**src/rtl/core/bfdh_pkg.sv**
```systemverilog
`default_nettype none
// ----------------------------------------------------------------------------
// bfdh_pkg: shared types and constants of the double-hash bloom filter
// Payload structs, command codes, mixer constants, controller state and the
// control/status bundles between controller and datapath.
// ----------------------------------------------------------------------------
package bfdh_pkg;

  typedef struct packed {
    logic [1:0]  command;
    logic [63:0] key;
  } bfdh_in_t;

  typedef struct packed {
    logic        hit;
    logic [63:0] query_total;
    logic [63:0] pass_total;
    logic [63:0] confirm_total;
  } bfdh_out_t;

  localparam logic [1:0] CMD_INSERT  = 2'd0;
  localparam logic [1:0] CMD_QUERY   = 2'd1;
  localparam logic [1:0] CMD_CONFIRM = 2'd2;
  localparam logic [1:0] CMD_READ    = 2'd3;

  localparam int         SIZE_W          = 5;
  localparam logic [4:0] SIZE_LOG2_RESET = 5'd20;
  localparam int         MIN_SIZE_LOG2   = 6;

  // splitmix64 finalizer
  localparam logic [63:0] MIX_C1  = 64'hbf58476d1ce4e5b9;
  localparam logic [63:0] MIX_C2  = 64'h94d049bb133111eb;
  localparam int          MIX_SH0 = 30;
  localparam int          MIX_SH1 = 27;
  localparam int          MIX_SH2 = 31;

  // which 32x32 partial product of a 64x64 (low half) multiply
  typedef enum logic [1:0] {
    MIX_LL,
    MIX_LH,
    MIX_HL
  } bfdh_mix_t;

  typedef enum logic [2:0] {
    S_CLEAR,
    S_IDLE,
    S_MIX,
    S_PROBE,
    S_DONE
  } bfdh_state_t;

  typedef struct packed {
    logic      clr_en;
    logic      load;
    logic      mix_en;
    bfdh_mix_t mix_part;
    logic      mix_round;
    logic      probe_en;
    logic      finish;
  } bfdh_ctl_t;

  typedef struct packed {
    logic clr_last;
    logic out_free;
  } bfdh_sts_t;

endpackage
`default_nettype wire

```
**src/rtl/core/bfdh_ctrl.sv**
```systemverilog
`default_nettype none
// ----------------------------------------------------------------------------
// bfdh_ctrl: bloom filter sequencer
// Clears after reset; steps insert/query through mixing, probing, result load.
// ----------------------------------------------------------------------------
module bfdh_ctrl import bfdh_pkg::*; #(
  parameter int NUM_HASHES = 7
) (
  input  wire logic       clk,
  input  wire logic       rst_n,
  input  wire logic       in_valid,
  input  wire logic [1:0] in_command,
  output logic            in_ready,
  input  wire bfdh_sts_t  sts,
  output bfdh_ctl_t       ctl
);

  localparam int PW = (NUM_HASHES > 1) ? $clog2(NUM_HASHES) : 1;
  localparam logic [2:0]    MIX_LAST = 3'd5;
  localparam logic [PW-1:0] PRB_LAST = PW'(NUM_HASHES - 1);

  bfdh_state_t   state_r, state_nxt;
  logic [2:0]    mix_cnt_r, mix_cnt_nxt;
  logic [PW-1:0] prb_cnt_r, prb_cnt_nxt;

  always_comb begin
    state_nxt = state_r;
    case (state_r)
      S_CLEAR: begin
        if (sts.clr_last) state_nxt = S_IDLE;
      end
      S_IDLE: begin
        if (in_valid) begin
          if (in_command inside {CMD_INSERT, CMD_QUERY}) state_nxt = S_MIX;
          else state_nxt = S_DONE;
        end
      end
      S_MIX: begin
        if (mix_cnt_r == MIX_LAST) state_nxt = S_PROBE;
      end
      S_PROBE: begin
        if (prb_cnt_r == PRB_LAST) state_nxt = S_DONE;
      end
      S_DONE: begin
        if (sts.out_free) state_nxt = S_IDLE;
      end
      default: state_nxt = S_CLEAR;
    endcase
  end

  always_comb begin
    mix_cnt_nxt = (state_r == S_MIX && state_nxt == S_MIX) ? mix_cnt_r + 3'd1 : '0;
    prb_cnt_nxt = (state_r == S_PROBE && state_nxt == S_PROBE) ? prb_cnt_r + PW'(1) : '0;
  end

  always_ff @(posedge clk) begin
    if (!rst_n) begin
      state_r   <= S_CLEAR;
      mix_cnt_r <= '0;
      prb_cnt_r <= '0;
    end else begin
      state_r   <= state_nxt;
      mix_cnt_r <= mix_cnt_nxt;
      prb_cnt_r <= prb_cnt_nxt;
    end
  end

  always_comb begin
    ctl       = '0;
    in_ready  = 1'b0;
    case (state_r)
      S_CLEAR: ctl.clr_en = 1'b1;
      S_IDLE: begin
        in_ready = 1'b1;
        ctl.load = in_valid;
      end
      S_MIX: begin
        ctl.mix_en = 1'b1;
        case (mix_cnt_r)
          3'd0: begin ctl.mix_part = MIX_LL; ctl.mix_round = 1'b0; end
          3'd1: begin ctl.mix_part = MIX_LH; ctl.mix_round = 1'b0; end
          3'd2: begin ctl.mix_part = MIX_HL; ctl.mix_round = 1'b0; end
          3'd3: begin ctl.mix_part = MIX_LL; ctl.mix_round = 1'b1; end
          3'd4: begin ctl.mix_part = MIX_LH; ctl.mix_round = 1'b1; end
          3'd5: begin ctl.mix_part = MIX_HL; ctl.mix_round = 1'b1; end
          default: begin ctl.mix_part = MIX_LL; ctl.mix_round = 1'b0; end
        endcase
      end
      S_PROBE: ctl.probe_en = 1'b1;
      S_DONE:  ctl.finish = sts.out_free;
      default: ctl = '0;
    endcase
  end

endmodule
`default_nettype wire

```
**config.mk**
```make
export PLATFORM = sky130hd
export DESIGN_NAME = bfdh_ctrl
export DESIGN_NICKNAME = d
export VERILOG_FILES = /design/src/rtl/core/bfdh_pkg.sv /design/src/rtl/core/bfdh_ctrl.sv
export SDC_FILE = /design/constraint.sdc
export NUM_CORES = 1
export LEC_CHECK = 0
export BUFFER_PORTS_ARGS = -buffer_cell sky130_fd_sc_hd__buf_2
export CAP_MARGIN = 20
export CORE_MARGIN = 2
export CORE_UTILIZATION = 35
export CTS_CLUSTER_SIZE = 20
export DETAILED_ROUTE_END_ITERATION = 8
export HOLD_SLACK_MARGIN = 0.06
export MAX_ROUTING_LAYER = met4
export SETUP_SLACK_MARGIN = 0.15
export SYNTH_ARGS = -nofsm -noshare
export SYNTH_HDL_FRONTEND = slang
export SYNTH_SLANG_ARGS = --single-unit
```
**constraint.sdc**
```tcl
create_clock -name clk -period 1.4 [get_ports clk]
set_input_delay 0.28 -clock clk [delete_from_list [all_inputs] [get_ports clk]]
set_output_delay 0.28 -clock clk [all_outputs]
set_load 0.005 [all_outputs]
```
==> results by group, run 1 <==
Outcome
  – Status: finished with violations
  – Failing checks: setup timing

GRT
  – Vias in the first global route: a little under 500
  – First-pass GRT wire length: approximately 1900 microns
  – Largest net degree at the start of global routing: 12
  – GRT Overall Usage: between 10% and 20%
  – Antenna violations before repair: 0
  – GRT overflow: 0

Yosys
  – Register bit total from synthesis: 9
  – Synth cell count leaders: 9 x dfxtp_1, 9 x nor2_1, 8 x ha_1, 8 x inv_1, 6 x nand3_1
  – Seq/Total Area, Yosys: between 30% and 40%
  – Top_reg_cell synth: dfxtp_1
  – Synth Area per Inst: around 8 sq um
  – Syn nets: 83
  – Asr flop ratio synth: 0%
  – Synthesized area: 548 sq um
  – Top cell type's share of synthesized area: 32.9%
  – Synth unique cells: 23
  – Synth warn: 0
  – Synth Instances: just under 70
  – Largest area contributor in the netlist: dfxtp_1
  – Largest cells by area after synthesis: dfxtp_1 33%, ha_1 18%, nor2_1 6.2%
  – EDFF count, synth: 0

Timing
  – Slew headroom: a little under nine tenths
  – Maximum clock rate: around 0.63 GHz
  – Final setup vio count: 4
  – Fin crit share: 113%
  – Final Hold Fails: 0
  – Post-route worst setup slack: -0.184 ns
  – Final min period: between 1.5 and 2 ns
  – WHS: approximately 0.31 ns
  – RSZ-0062 raised after global routing: true
  – Clk_skew: between 0.0006 and 0.0007 ns
  – Tightest Pin Transition: between 0.2 and 0.25 ns
  – Slew Limit Fails: 0

Setup path
  – Kind of critical path: reg -> out
  – Max incr delay on CP: between 0.3 and 0.4 ns
  – Crit Reg-Reg Startpoint: state_r[2]
  – Cell Chain, Critical Path: buf_4, ha_4, ha_4, nor2_2, a211oi_2, buf_2
  – Setup crit start: mix_cnt_r[1]
  – Worst r2r path cells: 5
  – Critical Path RT: approximately 1.1 ns
  – CP max FO: 2
  – Most Frequent Cell on Critical Path: ha_4
  – Critical Path End Type: output pin
  – Reg2reg end: state_r[0]
  – Slowest-stage cell, CP: dfxtp_2
  – Critical path data arrival time: between 1 and 1.5 ns
  – Worst setup SP type: flip-flop
  – R2R Setup Slk: 0.24 ns

Die
  – Die width: 43.6 microns
  – IO Pins: 16
  – Core area: 1490 sq um
  – Die area: between 1500 and 2000 sq um
  – Chip height: approximately 44 microns
  – Initial Util: between 30% and 40%
  – FP Rows: 14

Hold path
  – Hold depth: 3
  – Worst hold path startpoint: in_command[1]
  – Worst Hold End: state_r[1]
  – Hold WC Path Type: in -> reg

Place
  – Dpl hpwl: roughly 830 microns
  – Area post-placement: ~660 sq um
  – I/O Buffers: 14
  – GPL Wtd Cong: ~0.75
  – Place WS: between 0.01 and 0.015 ns

Routing
  – Drt total wl: about 1200 microns
  – DRC Markers: 0
  – Via Count: approximately 560
  – DRT Pass-1 Iters: 4
  – Via/cell ratio: slightly below 5
  – Drt wl/cell: between 10 and 15 microns
  – Detail Route Antenna Nets: 0
  – Starting DRT DRC Count: 6

Clock network
  – CTS tree: done
  – H-tree Lvls: 1
  – Insertion delay to the later sink of the worst-skew pair: ~0.25 ns
  – CTS Hold Bufs: 0
  – Sink Count: 9
  – Maximum root-to-sink buffer count: 2
  – Root buffer cell: clkbuf_4
  – Cts bufs inserted: 3
  – Clock transition at path regs: 0.06 ns

Run
  – Maxcap violations: 0

Layout
  – Area grow syn2layout: 56.8%
  – Antenna Cells: 0
  – Final instance area: about 860 sq um
  – Layout cells sized above 1: 52.1%
  – Nets: ~110

Pwr
  – Lkg Pwr: ~0.37 nW
  – Total chip power: 557 uW
  – Max VDD drop: 0.722 mV
  – Power Density: about 650 nW/um^2
==> worst max path at each step <==
stage,end,cells past startpoint
5_1_grt,ctl[2],6
3_5_place_dp,ctl[4],6
3_3_place_gp,ctl[4],6
2_1_floorplan,ctl[2],2
4_1_cts,ctl[4],6
6_report,ctl[2],6
==> final cells by class <==
class	instances	area (sq um)
fill	138	629
tap	16	20.0
timing repair buffer	25	164
sequential	9	190
clock buffer	4	26.3
multi-input combinational	50	427
inverter	8	32.5
==> routing by layer <==
layer | vias up | global-route usage (%) | share of wire, %
met5 | - | - | 0
met4 | 0 | 3.64 | 0.49
met3 | 2 | 7.50 | 5.6
met2 | 13 | 22.4 | 47
met1 | 250 | 16.2 | 47
li1 | 291 | - | -
==> power breakdown <==
group          switching (mW)  internal, mW  total (mW)
sequential            0.00454         0.262       0.266
clock                  0.0795         0.109       0.189
combinational          0.0465        0.0555       0.102
total                   0.130         0.426       0.557
==> layout by cell type, fill, tap and decap left out, types with 2 or more instances in the layout <==
cell type and count:
a21oi_1 2, nand3_1 5, nor2_1 6, o21ai_0 2, nand3b_1 2, nor2b_1 2, buf_6 3, clkbuf_4 3
ha_1 4, dfxtp_1 3, inv_1 5, a31oi_1 2, ha_4 4, inv_2 2, buf_2 14, dfxtp_2 5
buf_4 8, nor2_4 2, nand2_1 5
==> sequential cells by signal, indices dropped and copies added, names as in the netlist <==
signal / flops
prb_cnt_r: 3
state_r: 3
mix_cnt_r: 3
==> repair_timing <==
action,4_1_cts,5_1_grt
pin swaps,8,7
setup buffers,2,5
endpoints found under the hold margin,0,0
setup endpoints to repair,9,9
gates resized for setup,24,7
cloned,0,0
==> worst max-delay path, delay by kind of cell (launching register included) <==
family                     cells  cell delay, ns
and+or+nand+nor                1            0.03
AOI/OAI and AO/OA              1            0.17
buffers and inverters          2            0.26
DFF                            1            0.35
adders and majority gates      2            0.24
==> per-stage QoR <==
step           std cells  utilization [%]  TNS [ns]
2_1_floorplan         68                -         0
3_3_place_gp         101             44.6         0
3_5_place_dp         101             44.6         0
4_1_cts              107             53.4    -0.619
5_1_grt              112             57.7    -0.814
6_report             112             57.7    -0.529
==> cells by family (layout without fill, tap and decap cells) <==
family / Yosys count / count (layout) / synth area share (%)
buffers and inverters: 9 / 37 / 6.16
adders and majority gates: 8 / 8 / 18.3
and+or+nand+nor: 31 / 31 / 29.9
DFF: 9 / 9 / 32.9
AOI/OAI and AO/OA: 10 / 10 / 11.2
xor gates and xnor gates: 1 / 1 / 1.60
Power figures use the tool's default switching activity.
==> run 2: changes to the inputs <==
--- a/config.mk
+++ b/config.mk
@@ -13,7 +13,6 @@
 export DETAILED_ROUTE_END_ITERATION = 8
 export HOLD_SLACK_MARGIN = 0.06
 export MAX_ROUTING_LAYER = met4
-export SETUP_SLACK_MARGIN = 0.15
 export SYNTH_ARGS = -nofsm -noshare
 export SYNTH_HDL_FRONTEND = slang
 export SYNTH_SLANG_ARGS = --single-unit
==> run 2 against run 1 <==
Effect of this change: the flow still finishes with violations (setup timing); power up 0.71%; setup slack worse by 0.0019 ns; global-route usage is 0.35 points higher; flip-flop and latch count did not move.
==> results by group, run 2 (synthesis gave the netlist of run 1 again) <==
Outcome
  – Status: finished with violations
  – Failing checks: setup timing

GRT
  – Vias in the first global route: 492 (-0.81%)
  – GRT Overall Usage: 14.7% (+0.35 points)
  – First-pass GRT wire length: 1970 microns (+1.8%)
  – Largest net degree at the start of global routing: 12 (unchanged)
  – Antenna violations before repair: 0 (unchanged)
  – GRT overflow: 0 (unchanged)

Setup path
  – Critical Path RT: 1.12 ns (about the same)
  – Kind of critical path: reg -> out
  – Critical path data arrival time: 1.31 ns (about the same)
  – Worst r2r path cells: 6 (+1)
  – Critical Path End Type: output pin
  – Most Frequent Cell on Critical Path: ha_4
  – Cell Chain, Critical Path: buf_4, ha_4, ha_4, nor2_2, a211oi_2, buf_2
  – Crit Reg-Reg Startpoint: state_r[2]
  – R2R Setup Slk: 0.13 ns (-0.11 ns)
  – Slowest-stage cell, CP: dfxtp_2
  – Reg2reg end: state_r[0]
  – Worst setup SP type: flip-flop
  – CP max FO: 2 (unchanged)
  – Max incr delay on CP: 0.35 ns (about the same)

Place
  – I/O Buffers: 14 (unchanged)
  – Dpl hpwl: 831 microns (unchanged)
  – GPL Wtd Cong: 0.752 (unchanged)
  – Placed Instances: 101 (unchanged)

Hold path
  – Hold WC Path Type: in -> reg
  – Worst Hold End: state_r[0]
  – Worst hold path startpoint: sts[0]
  – Hold depth: 3 (unchanged)

Timing
  – RSZ-0062 raised after global routing: true
  – Post-route worst setup slack: -0.186 ns (-0.00189 ns)
  – Setup_tns: -0.567 ns (-0.0377 ns)
  – Slew Limit Fails: 0 (unchanged)
  – Clk_skew: 0.0103 ns (+0.00957 ns)
  – Maximum clock rate: 0.630 GHz (-0.12%)
  – Final setup vio count: 4 (unchanged)
  – Tightest Pin Transition: 0.178 ns (-0.0253 ns)
  – Slew headroom: 88.0% (+1.7 points)
  – Final Hold Fails: 0 (unchanged)
  – Fin crit share: 113% (+0.14 points)
  – Final min period: 1.59 ns (+0.00189 ns)

Layout
  – Register area: 188 sq um (-1.3%)
  – Most frequent cells in the layout: 14 x buf_2, 6 x nor2_1, 6 x dfxtp_2, 6 x buf_4
  – Nets: 110 (-1.8%)
  – Commonest non-fill, non-tap cell in the layout: buf_2
  – Fillers: 143 (+3.6%)
  – Multi-input logic area: 415 sq um (-2.6%)
  – Final std cells w/o fill: 110 (-1.8%)
  – Area grow syn2layout: 51.6%
  – Antenna Cells: 0 (unchanged)
  – Layout cells sized above 1: 50.0% (-2.1 points)
  – Biggest regs: mix_cnt_r: 3 flops, prb_cnt_r: 3 flops, state_r: 3 flops

Pwr
  – Total chip power: 561 uW (+0.71%)
  – Lkg Pwr: 0.357 nW (-3.6%)
  – Power Density: 675 nW/um^2 (+4.2%)
  – Max VDD drop: 0.690 mV (-4.5%)

Clock network
  – Sink Count: 9 (unchanged)
  – Root buffer cell: clkbuf_4
  – Maximum root-to-sink buffer count: 2 (unchanged)
  – H-tree Lvls: 1 (unchanged)
  – CTS Hold Bufs: 0 (unchanged)
  – Clock transition at path regs: 0.07 ns (about the same)
  – Cts bufs inserted: 3 (unchanged)
  – Insertion delay to the later sink of the worst-skew pair: 0.26 ns (about the same)
  – CTS tree: done

Die
  – Initial Util: 36.8% (unchanged)
  – Chip height: 43.6 microns (unchanged)
  – Die area: 1900 sq um (unchanged)
  – IO Pins: 16 (unchanged)
  – Die width: 43.6 microns (unchanged)
  – FP Rows: 14 (unchanged)
  – Core area: 1490 sq um (unchanged)

Routing
  – DRT Pass-1 Iters: 4 (unchanged)
  – Via/cell ratio: 5.04 (+1.5%)
  – Drt wl/cell: 11.6 microns (+6.4%)
  – DRC Markers: 0 (unchanged)
  – Starting DRT DRC Count: 5 (-1)
  – Detail Route Antenna Nets: 0 (unchanged)
  – Drt total wl: 1270 microns (+4.5%)
  – Via Count: 554 (-0.36%)

Run
  – Maxcap violations: 0 (unchanged)
-- run 2: repair_timing --
action | 4_1_cts | 5_1_grt
buffers inserted | 1 | 4
cloned | 0 | 0
pin swaps | 7 | 7
endpoints found under the setup margin | 7 | 8
resized for setup | 19 | 9
-- run 2: worst max-delay path, delay by kind of cell (launching register included) --
| family | cells | cell delay (ns) |
|---|---|---|
| simple gates | 1 | 0.03 |
| fa+ha+maj | 2 | 0.24 |
| flops | 1 | 0.35 |
| compound gates | 1 | 0.17 |
| buf+inv | 2 | 0.26 |
-- run 2: area by class of cell --
class	instances	share of cell area, %
multi-input cells	50	50.0
flip-flops and latches	9	22.6
repair buffers	23	17.9
inverters	8	3.92
clock buffers	4	3.16
well taps	16	2.41
-- run 2: worst max-delay path by stage --
stage / startpoint / end
final: mix_cnt_r[1] / ctl[2]
after detailed placement: mix_cnt_r[1] / ctl[4]
after CTS: mix_cnt_r[1] / ctl[4]
after global routing: mix_cnt_r[1] / ctl[2]
after global placement: mix_cnt_r[1] / ctl[4]
after floorplan: state_r[1] / ctl[2]
-- run 2: metal layers --
metal	GRT usage [%]	vias up	wire length, microns	part of all wire (%)
met2	23.2	18	618	49
met1	16.5	251	574	45
met4	3.64	0	6	0.47
met3	7.50	2	72	5.7
li1	-	283	-	-
met5	-	-	0	0
-- run 2: through the flow --
| step | worst slack [ns] | hold WS [ns] | utilization, % | cell area, sq um |
|---|---|---|---|---|
| 6_report | -0.186 | 0.310 | 55.8 | 831 |
| 5_1_grt | -0.279 | 0.317 | 55.8 | 831 |
| 4_1_cts | -0.208 | 0.311 | 51.8 | 771 |
| 3_5_place_dp | 0.0116 | 0.440 | 44.6 | 664 |
| 3_3_place_gp | 0.0340 | 0.430 | 44.6 | 664 |
| 2_1_floorplan | 0.120 | 0.417 | - | 548 |
-- run 2: where the power goes --
part,internal (mW),switching [mW],total (mW),leakage (nW)
logic,0.0490,0.0441,0.0931,0.266
registers,0.263,0.00456,0.268,0.0756
clock network,0.110,0.0903,0.200,0.0150
total,0.422,0.139,0.561,0.357
==> run 3: changes to the inputs <==
--- a/config.mk
+++ b/config.mk
@@ -8,7 +8,7 @@
 export BUFFER_PORTS_ARGS = -buffer_cell sky130_fd_sc_hd__buf_2
 export CAP_MARGIN = 20
 export CORE_MARGIN = 2
-export CORE_UTILIZATION = 35
+export CORE_UTILIZATION = 38
 export CTS_CLUSTER_SIZE = 20
 export DETAILED_ROUTE_END_ITERATION = 8
 export HOLD_SLACK_MARGIN = 0.06
==> run 3 against run 2 <==
Effect of this change: the run still ends with setup timing left; design area fell by 0.45%; setup slack lost 0.028 ns; critical path type unchanged; routed wire length shrank 7.3%; register-to-register slack gained 0.03 ns.
==> results by group, run 3 (synthesis gave the netlist of run 1 again) <==
Outcome
  – Status: finished with violations
  – Failing checks: setup timing

Clock network
  – H-tree Lvls: 1 (unchanged)
  – Clock transition at path regs: 0.06 ns (about the same)
  – Cts bufs inserted: 3 (unchanged)
  – Maximum root-to-sink buffer count: 2 (unchanged)
  – Insertion delay to the later sink of the worst-skew pair: 0.26 ns (about the same)
  – CTS Hold Bufs: 0 (unchanged)
  – Sink Count: 9 (unchanged)
  – Root buffer cell: clkbuf_4
  – CTS tree: done

Routing
  – Drt total wl: 1180 microns (-7.3%)
  – Drt wl/cell: 10.7 microns (-7.3%)
  – Detail Route Antenna Nets: 0 (unchanged)
  – DRC Markers: 0 (unchanged)
  – Via/cell ratio: 5.05 (+0.36%)
  – Starting DRT DRC Count: 8 (+3)
  – Via Count: 556 (+0.36%)
  – DRT Pass-1 Iters: 4 (unchanged)

Setup path
  – Worst setup SP type: flip-flop
  – Worst r2r path cells: 4 (-2)
  – Critical Path End Type: output pin
  – Crit Reg-Reg Startpoint: state_r[2]
  – Max incr delay on CP: 0.36 ns (about the same)
  – Top Family by Delay on Critical Path: flip-flops
  – Kind of critical path: reg -> out
  – Slowest-stage cell, CP: dfxtp_2
  – Cell Chain, Critical Path: inv_4, ha_4, inv_2, o211ai_1, a21oi_1, buf_2
  – R2R Setup Slk: 0.16 ns (+0.03 ns)
  – CP max FO: 3 (+1)
  – Reg2reg end: state_r[0]
  – Critical path data arrival time: 1.33 ns (+0.02 ns)
  – Critical Path RT: 1.12 ns (about the same)
  – Buf/Inv on CP: 3 (+1)

GRT
  – First-pass GRT wire length: 1950 microns (-1.1%)
  – GRT overflow: 0 (unchanged)
  – GRT Overall Usage: 15.3% (+0.59 points)
  – Largest net degree at the start of global routing: 12 (unchanged)
  – Vias in the first global route: 480 (-2.4%)
  – Antenna violations before repair: 0 (unchanged)

Die
  – Die width: 42.0 microns (-3.7%)
  – IO Pins: 16 (unchanged)
  – Die area: 1760 sq um (-7.2%)
  – Initial Util: 41.6% (+4.8 points)
  – Core area: 1320 sq um (-12%)
  – Chip height: 42.0 microns (-3.7%)
  – FP Rows: 13 (-1)

Place
  – Dpl hpwl: 868 microns (+4.5%)
  – GPL Wtd Cong: 0.817 (+8.7%)
  – Area post-placement: 656 sq um (-1.3%)
  – Place WS: -0.0454 ns (-0.0570 ns)
  – I/O Buffers: 14 (unchanged)

Timing
  – Fin crit share: 115% (+2.0 points)
  – Clk_skew: 0.00585 ns (-0.00442 ns)
  – RSZ-0062 raised after global routing: true
  – WHS: 0.301 ns (-0.00931 ns)
  – Post-route worst setup slack: -0.215 ns (-0.0283 ns)
  – Final Hold Fails: 0 (unchanged)
  – Maximum clock rate: 0.619 GHz (-1.8%)
  – Final setup vio count: 4 (unchanged)
  – Final min period: 1.61 ns (+0.0283 ns)
  – Slew Limit Fails: 0 (unchanged)
  – Slew headroom: 88.7% (+0.65 points)
  – Tightest Pin Transition: 0.168 ns (-0.00962 ns)

Layout
  – Layout cells sized above 1: 46.3% (-3.7 points)
  – Final instance area: 827 sq um (-0.45%)
  – Most frequent cells in the layout: 12 x buf_2, 7 x nor2_1, 6 x ha_1, 6 x buf_6, 6 x buf_4
  – Biggest regs: mix_cnt_r: 3 flops, prb_cnt_r: 3 flops, state_r: 3 flops
  – Area grow syn2layout: 50.9%
  – Final Util: 62.8% (+7.0 points)
  – Commonest non-fill, non-tap cell in the layout: buf_2
  – Antenna Cells: 0 (unchanged)
  – Nets: 111 (+0.91%)

Run
  – Maxcap violations: 0 (unchanged)

Pwr
  – Part of the power in registers: 46.8% (-0.9 points)
  – Lkg Pwr: 0.363 nW (+1.8%)
  – Sw frac: 24.3% (-0.49 points)
  – Pint: 430 uW (+2.0%)
  – Part of the power in combinational logic: 18.4% (+1.8 points)
  – Max VDD drop: 0.379 mV (-45%)
  – Power Density: 687 nW/um^2 (+1.8%)
  – Sw power: 138 uW (-0.64%)
  – Clock network fraction of design power: 34.9% (-0.8 points)

Hold path
  – Hold WC Path Type: in -> reg
  – Worst Hold End: state_r[0]
  – Worst hold path startpoint: sts[0]
  – Hold depth: 3 (unchanged)
[run 3: cell types whose count changed in the layout (fill, tap and decap cells not counted), sizes merged]
cell,delta
buf,+1
[run 3: power by group through the flow]
stage          registers (mW)  clock network [mW]  logic [mW]
6_report                0.266               0.198       0.105
5_1_grt                 0.267               0.226       0.114
4_1_cts                 0.265               0.207      0.0735
3_5_place_dp            0.271                   0      0.0693
3_3_place_gp            0.271                   0      0.0698
2_1_floorplan           0.272                   0      0.0362
[run 3: repair_timing]
action	4_1_cts	5_1_grt
pin swaps	2	6
resized for setup	11	16
endpoints found under the setup margin	7	8
buffers inserted	1	6
[run 3: final cells by class]
type                       instances  area [sq um]
clock buffer                       4          26.3
fill                             122           490
inverter                           8          35.0
multi-input combinational         50           384
sequential                         9           190
tap                               15          18.8
timing repair buffer              24           173
[run 3: stage by stage]
stage | cells | TNS (ns) | power, mW
finish | 110 | -0.655 | 0.568
global route | 110 | -0.971 | 0.607
CTS | 104 | -0.613 | 0.546
detailed placement | 99 | -0.0454 | 0.340
global placement | 99 | -0.00586 | 0.340
floorplan | 68 | 0 | 0.308
[run 3: per-layer routing]
| layer | GRT usage [%] | wire [microns] | up-vias |
|---|---|---|---|
| met4 | 5.81 | 12 | 0 |
| met3 | 8.19 | 97 | 2 |
| met2 | 23.4 | 562 | 19 |
| li1 | - | - | 286 |
| met1 | 16.7 | 505 | 249 |
| met5 | - | 0 | - |
[run 3: worst max path at each step]
stage / slack [ns] / from / end / cells past startpoint
2_1_floorplan: 0.12 / state_r[1] / ctl[2] / 2
3_3_place_gp: -0.006 / mix_cnt_r[1] / ctl[4] / 6
3_5_place_dp: -0.05 / mix_cnt_r[1] / ctl[4] / 6
4_1_cts: -0.22 / mix_cnt_r[1] / ctl[2] / 5
5_1_grt: -0.26 / mix_cnt_r[0] / ctl[2] / 5
6_report: -0.21 / mix_cnt_r[1] / ctl[4] / 6
[run 3: worst register-to-register path: stages (launching register included)]
cell       delay (ns)
dfxtp_2          0.32
or3b_4           0.42
buf_6            0.14
a2bb2oi_1        0.14
a31oi_1          0.15
